**src/hw/rtl/acf_pkg.sv**
```systemverilog
// Package for the attitude complementary filter: payload structs, register
// indexes, CORDIC angle table and controller/datapath command types.
// No dependencies.
`default_nettype none
package acf_pkg;

    localparam int FRAC_BITS_DEF = 16;
    localparam int CORDIC_STEPS  = 20;
    localparam int NUM_REGS      = 8;
    localparam int CFG_W         = 32;
    localparam int CFG_IDX_W     = 3;

    typedef enum logic [CFG_IDX_W-1:0] {
        REG_GYRO_WEIGHT  = 3'd0,
        REG_ACCEL_WEIGHT = 3'd1,
        REG_LOOP_PERIOD  = 3'd2,
        REG_ROLL_BIAS    = 3'd3,
        REG_PITCH_BIAS   = 3'd4,
        REG_AX_BIAS      = 3'd5,
        REG_AY_BIAS      = 3'd6,
        REG_AZ_BIAS      = 3'd7
    } t_reg_idx;

    localparam logic [16:0] GYRO_WEIGHT_RST  = 17'd64225;
    localparam logic [16:0] ACCEL_WEIGHT_RST = 17'd1311;
    localparam logic [15:0] LOOP_PERIOD_RST  = 16'd655;

    typedef struct packed {
        logic signed [31:0] accel_x;
        logic signed [31:0] accel_y;
        logic signed [31:0] accel_z;
        logic signed [31:0] roll_rate;
        logic signed [31:0] pitch_rate;
    } t_in_item;

    typedef struct packed {
        logic signed [31:0] pitch_angle;
        logic signed [31:0] roll_angle;
        logic signed [31:0] vertical_accel;
        logic signed [31:0] lateral_x_accel;
        logic signed [31:0] lateral_y_accel;
    } t_out_item;

    // Datapath phases selected by the controller
    typedef enum logic [3:0] {
        OP_NONE,
        OP_LOAD,
        OP_SQ,
        OP_SQRT_INIT,
        OP_SQRT_STEP,
        OP_CORDIC_INIT,
        OP_CORDIC_STEP,
        OP_ANGLE,
        OP_GYRO,
        OP_BLEND,
        OP_COMMIT
    } t_op;

    typedef struct packed {
        t_op        op;
        logic [4:0] step;
        logic       sel_pitch;
    } t_dp_cmd;

    function automatic logic signed [31:0] atan_q16(input logic [4:0] i);
        logic signed [31:0] v;
        case (i)
            5'd0:  v = 32'sd2949120;
            5'd1:  v = 32'sd1740967;
            5'd2:  v = 32'sd919879;
            5'd3:  v = 32'sd466945;
            5'd4:  v = 32'sd234379;
            5'd5:  v = 32'sd117304;
            5'd6:  v = 32'sd58666;
            5'd7:  v = 32'sd29335;
            5'd8:  v = 32'sd14668;
            5'd9:  v = 32'sd7334;
            5'd10: v = 32'sd3667;
            5'd11: v = 32'sd1833;
            5'd12: v = 32'sd917;
            5'd13: v = 32'sd458;
            5'd14: v = 32'sd229;
            5'd15: v = 32'sd115;
            5'd16: v = 32'sd57;
            5'd17: v = 32'sd29;
            5'd18: v = 32'sd14;
            5'd19: v = 32'sd7;
            default: v = 32'sd0;
        endcase
        return v;
    endfunction

    function automatic logic signed [31:0] sat32(input logic signed [66:0] v);
        logic signed [31:0] r;
        if (v > 67'sd2147483647) begin
            r = 32'sh7fffffff;
        end else if (v < -67'sd2147483648) begin
            r = 32'sh80000000;
        end else begin
            r = v[31:0];
        end
        return r;
    endfunction

endpackage
`default_nettype wire

```
**src/hw/rtl/acf_ctrl.sv**
```systemverilog
// Controller for the attitude complementary filter: sequences one sample
// through the datapath and holds the output handshake. Uses acf_pkg.
`default_nettype none
module acf_ctrl (
    input  wire                   i_clk,
    input  wire                   i_rst_n,
    input  wire                   i_valid,
    output logic                  o_stall,
    output logic                  o_valid,
    input  wire                   i_stall,
    output acf_pkg::t_dp_cmd      o_cmd
);
    import acf_pkg::*;

    typedef enum logic [3:0] {
        S_IDLE, S_SQ, S_SQRT_INIT, S_SQRT, S_COR_INIT, S_COR, S_ANGLE,
        S_GYRO, S_BLEND, S_COMMIT, S_OUT
    } t_state;

    t_state     r_state, n_state;
    logic [4:0] r_step, n_step;
    logic       r_pitch, n_pitch;

    always_comb begin
        n_state = r_state;
        n_step  = r_step;
        n_pitch = r_pitch;
        o_cmd   = '{op: OP_NONE, step: r_step, sel_pitch: r_pitch};
        case (r_state)
            S_IDLE: begin
                if (i_valid) begin
                    o_cmd.op = OP_LOAD;
                    n_state  = S_SQ;
                end
            end
            S_SQ: begin
                o_cmd.op = OP_SQ;
                n_state  = S_SQRT_INIT;
            end
            S_SQRT_INIT: begin
                o_cmd.op = OP_SQRT_INIT;
                n_step   = 5'd0;
                n_state  = S_SQRT;
            end
            S_SQRT: begin
                o_cmd.op = OP_SQRT_STEP;
                n_step   = r_step + 5'd1;
                if (r_step == 5'd31) begin
                    n_pitch = 1'b0;
                    n_state = S_COR_INIT;
                end
            end
            S_COR_INIT: begin
                o_cmd.op = OP_CORDIC_INIT;
                n_step   = 5'd0;
                n_state  = S_COR;
            end
            S_COR: begin
                o_cmd.op = OP_CORDIC_STEP;
                n_step   = r_step + 5'd1;
                if (r_step == 5'(CORDIC_STEPS - 1)) begin
                    n_state = S_ANGLE;
                end
            end
            S_ANGLE: begin
                o_cmd.op = OP_ANGLE;
                if (r_pitch) begin
                    n_state = S_GYRO;
                end else begin
                    n_pitch = 1'b1;
                    n_state = S_COR_INIT;
                end
            end
            S_GYRO: begin
                o_cmd.op = OP_GYRO;
                n_state  = S_BLEND;
            end
            S_BLEND: begin
                o_cmd.op = OP_BLEND;
                n_state  = S_COMMIT;
            end
            S_COMMIT: begin
                o_cmd.op = OP_COMMIT;
                n_state  = S_OUT;
            end
            S_OUT: begin
                if (!i_stall) begin
                    n_state = S_IDLE;
                end
            end
            default: n_state = S_IDLE;
        endcase
    end

    assign o_stall = (r_state != S_IDLE);
    assign o_valid = (r_state == S_OUT);

    always_ff @(posedge i_clk) begin
        if (!i_rst_n) begin
            r_state <= S_IDLE;
            r_step  <= '0;
            r_pitch <= 1'b0;
        end else begin
            r_state <= n_state;
            r_step  <= n_step;
            r_pitch <= n_pitch;
        end
    end

`ifndef SYNTHESIS
    a_out_hold: assert property (@(posedge i_clk) disable iff (!i_rst_n)
        o_valid && i_stall |=> o_valid)
        else $error("result dropped while stalled");
    a_busy_stall: assert property (@(posedge i_clk) disable iff (!i_rst_n)
        (r_state != S_IDLE) |-> o_stall)
        else $error("input open while busy");
    a_step_range: assert property (@(posedge i_clk) disable iff (!i_rst_n)
        (r_state == S_COR) |-> (r_step < 5'(CORDIC_STEPS)))
        else $error("cordic step out of range");
`endif

endmodule
`default_nettype wire

```
**config.mk**
```make
export PLATFORM = sky130hd
export DESIGN_NAME = acf_ctrl
export DESIGN_NICKNAME = d
export VERILOG_FILES = /design/src/hw/rtl/acf_pkg.sv /design/src/hw/rtl/acf_ctrl.sv
export SDC_FILE = /design/constraint.sdc
export NUM_CORES = 1
export LEC_CHECK = 0
export ABC_AREA = 1
export BUFFER_PORTS_ARGS = -buffer_cell sky130_fd_sc_hd__buf_2
export CAP_MARGIN = 10
export CORE_ASPECT_RATIO = 1.1
export CORE_MARGIN = 8
export CORE_UTILIZATION = 40
export CTS_BUF_LIST = sky130_fd_sc_hd__clkbuf_4
export DETAILED_ROUTE_END_ITERATION = 8
export SLEW_MARGIN = 20
export SYNTH_ARGS = -nofsm -noshare
export SYNTH_HDL_FRONTEND = slang
export SYNTH_SLANG_ARGS = --single-unit
```
**constraint.sdc**
```tcl
create_clock -name i_clk -period 2.2 [get_ports i_clk]
set_input_delay 0.11 -clock i_clk [delete_from_list [all_inputs] [get_ports i_clk]]
set_output_delay 0.11 -clock i_clk [all_outputs]
set_load 0.05 [all_outputs]
```
==> flow_metrics.env <==
export IMPL_antenna_found_initial=0
export IMPL_reg2reg_depth=9
export IMPL_r2r_slack_ns=0.69
export IMPL_synth_simple_gate_area_share_pct=36.6
export IMPL_crit_type="reg -> out"
export IMPL_cts_buffers=3
export IMPL_crit_start="r_state[2]$_SDFFE_PN0P_"
export IMPL_peakVddDrop_uv=564
export IMPL_dp_hpwl_um=1270
export IMPL_clockRootBuffer="clkbuf_4"
export IMPL_die_y_um=59.9
export IMPL_dr_pass1_iters=4
export IMPL_worstSkewPairLatency_ns=0.26
export IMPL_synth_most_common_cell="nand2_1"
export IMPL_synth_compound_area_share_pct=16.3
export IMPL_stdcell_count=137
export IMPL_synth_area_um2=701
export IMPL_clk_pin_slew_worst_paths_ns=0.06
export IMPL_cap_violations=0
export IMPL_cts_sinks=10
export IMPL_io_pins=16
export IMPL_cts_max_level=1
export IMPL_synth_top_cell_area_share_pct=28.6
export IMPL_regArea_um2=200
export IMPL_fill_cells=181
export IMPL_syn_inst=103
export IMPL_ys_dominant_reg_cell="dfxtp_1"
export IMPL_syn_area_per_cell_um2=6.80
export IMPL_antenna_cells=0
export IMPL_hold_viol=0
export IMPL_grt_pass1_vias=683
export IMPL_timing_fmax_mhz=609
export IMPL_initial_core_util_pct=40.7
export IMPL_hold_class="in -> reg"
export IMPL_cp_end_kind="output port"
export IMPL_finalSetupViolCount=0
export IMPL_p_per_area_mw_per_mm2=1100
export IMPL_ys_async_sr_fraction_pct=0
export IMPL_multi_input_area_um2=414
export IMPL_die_area_mm2=0.00335
export IMPL_cp_start_kind="flip-flop"
export IMPL_synth_nets=109
export IMPL_viasPerCell=4.91
export IMPL_synth_xor_area_share_pct=1.25
export IMPL_synth_area_mux_share_pct=1.43
export IMPL_reg2reg_to="r_state[1]$_SDFFE_PN0P_"
export IMPL_critPathCapture="o_cmd[6]"
export IMPL_leakage_nw=0.383
export IMPL_clockBufferDepth=2
export IMPL_cts_tree="built"
export IMPL_ctsResizeCount=0
export IMPL_postCtsSetupRepairBufs=0
export IMPL_fin_crit_sh_pct=74.7
export IMPL_gr_total_overflow=0
export IMPL_grt_pass1_wl_um=2650
export IMPL_drtIter0Drc=4
export IMPL_path_max_fanout=7
export IMPL_finish_utilization_pct=46.6
export IMPL_final_setup_tns_ns=0
export IMPL_area_growth_pct=14.5
export IMPL_grt_max_degree=10
export IMPL_slew_violations=0
export IMPL_r2r_start="r_step[0]$_SDFFE_PN0P_"
export IMPL_cts_hold_buf=0
export IMPL_wl_per_cell_um=11.3
export IMPL_yosysTopAreaCell="dfxtp_1"
export IMPL_design_core_area_mm2=0.00172
export IMPL_fin_skew_ns=0.000484
export IMPL_rsz0062_at_grt="false"
export IMPL_ys_types=24
export IMPL_ys_ff_latch=10
export IMPL_worstHoldStart="i_rst_n"
export IMPL_status="finished clean"
export IMPL_relSlewSlack_pct=78.8
export IMPL_post_route_drc_count=0
export IMPL_drive_gt1_share_pct=26.9
export IMPL_fin_nets=126
export IMPL_grt_total_usage_pct=9.61
export IMPL_portBuffers=15
export IMPL_synth_seq_area_share_pct=28.6
export IMPL_vias=672
export IMPL_place_ws_ns=0.680
export IMPL_synth_top_family_by_area="simple AND/OR/NAND/NOR gates"
export IMPL_synth_area_leaders="dfxtp_1, nand2_1, inv_1"
export IMPL_routed_wl_um=1550
export IMPL_worst_endpoint_arrival_ns=1.53
export IMPL_worst_slew_pin_slew_ns=0.317
export IMPL_yosysWarnings=0
export IMPL_antenna_left=0
export IMPL_cp_required_ns=2.09
export IMPL_finalCriticalPeriod_ns=1.64
export IMPL_die_x_um=55.9
export IMPL_placedCellCount=133
export IMPL_gp_congestion=0.842
export IMPL_synth_commonest_cells="nand2_1, inv_1, nor2_1"
export IMPL_synth_edf_count=0
export IMPL_placementRows=16
export IMPL_worst_slack_ns=0.557
export IMPL_synth_adder_area_share_pct=3.57
## worst min path at each step
stage                             end  slack [ns]  depth (start not counted)
2_1_floorplan  r_step[2]$_SDFFE_PN0P_        0.27                          2
3_3_place_gp   r_step[2]$_SDFFE_PN0P_        0.41                          3
3_5_place_dp   r_step[2]$_SDFFE_PN0P_        0.40                          3
4_1_cts        r_step[2]$_SDFFE_PN0P_        0.14                          3
5_1_grt        r_step[2]$_SDFFE_PN0P_        0.15                          3
6_report       r_step[2]$_SDFFE_PN0P_        0.13                          3
## metrics by stage
step / hold slack (ns) / power (mW) / cell area (um2)
after floorplan: 0.267 / 0.665 / 701
after global placement: 0.409 / 0.757 / 776
after detailed placement: 0.403 / 0.761 / 776
after CTS: 0.135 / 0.890 / 802
after global routing: 0.149 / 0.945 / 802
final: 0.133 / 0.882 / 802
## cell families after synthesis
| group | Yosys count |
|---|---|
| AND/OR/NAND/NOR | 51 |
| buffers and inverters | 20 |
| AO/OA/AOI/OAI | 18 |
| flip-flops | 10 |
| adder cells (fa/ha/maj) | 2 |
| XOR/XNOR | 1 |
| multiplexers | 1 |
## cell usage in the layout (no fill, tap or decap)
master / netlist / routed
a21oi_2: 1 / 1
o211ai_1: 1 / 1
nand2_2: 1 / 1
nor3_1: 1 / 1
o21ai_1: 1 / 1
a22oi_1: 1 / 1
ha_1: 2 / 2
xor2_1: 1 / 1
o21ai_2: 1 / 1
nor2_2: 3 / 3
nand2_4: 4 / 4
clkinv_1: 2 / 3
clkbuf_4: 0 / 3
nor2_1: 12 / 12
inv_1: 14 / 14
dfxtp_1: 10 / 10
mux2i_1: 1 / 1
nand3_1: 7 / 7
nand2_1: 21 / 21
a21oi_1: 9 / 9
buf_2: 0 / 15
nor2_4: 2 / 2
o21ai_4: 1 / 1
o21ai_0: 3 / 3
inv_2: 1 / 1
## per-layer routing
layer | vias up | GRT usage, % | share of wire (%)
met1 | 306 | 9.10 | 44
met3 | 2 | 2.97 | 6.0
met2 | 10 | 17.5 | 48
li1 | 354 | - | -
met5 | - | 0 | 0
met4 | 0 | 6.87 | 0.97
## worst max-delay path, stage by stage, from the launching register on
cell	delay, ns
dfxtp_1	0.40
nor2_2	0.26
nand2_1	0.14
inv_1	0.07
nor2_1	0.05
o211ai_1	0.07
buf_2	0.28
## layout make-up
cell class	instances	share of cell area (%)
multi-input cells	73	51.6
well taps	18	2.81
clock buffers	3	2.81
inverters	17	7.96
clock inverters	1	0.468
flip-flops and latches	10	25.0
repair buffers	15	9.36
## state kept, by name, indices dropped and copies added, names as in the netlist
signal   flops
r_pitch      1
r_state      4
r_step       5
## power by group
group          internal [mW]  switching (mW)  total, mW
Clock                 0.0655          0.0619      0.127
Combinational          0.138           0.378      0.516
Sequential             0.203          0.0355      0.238
(Power assumes the default switching activity.)
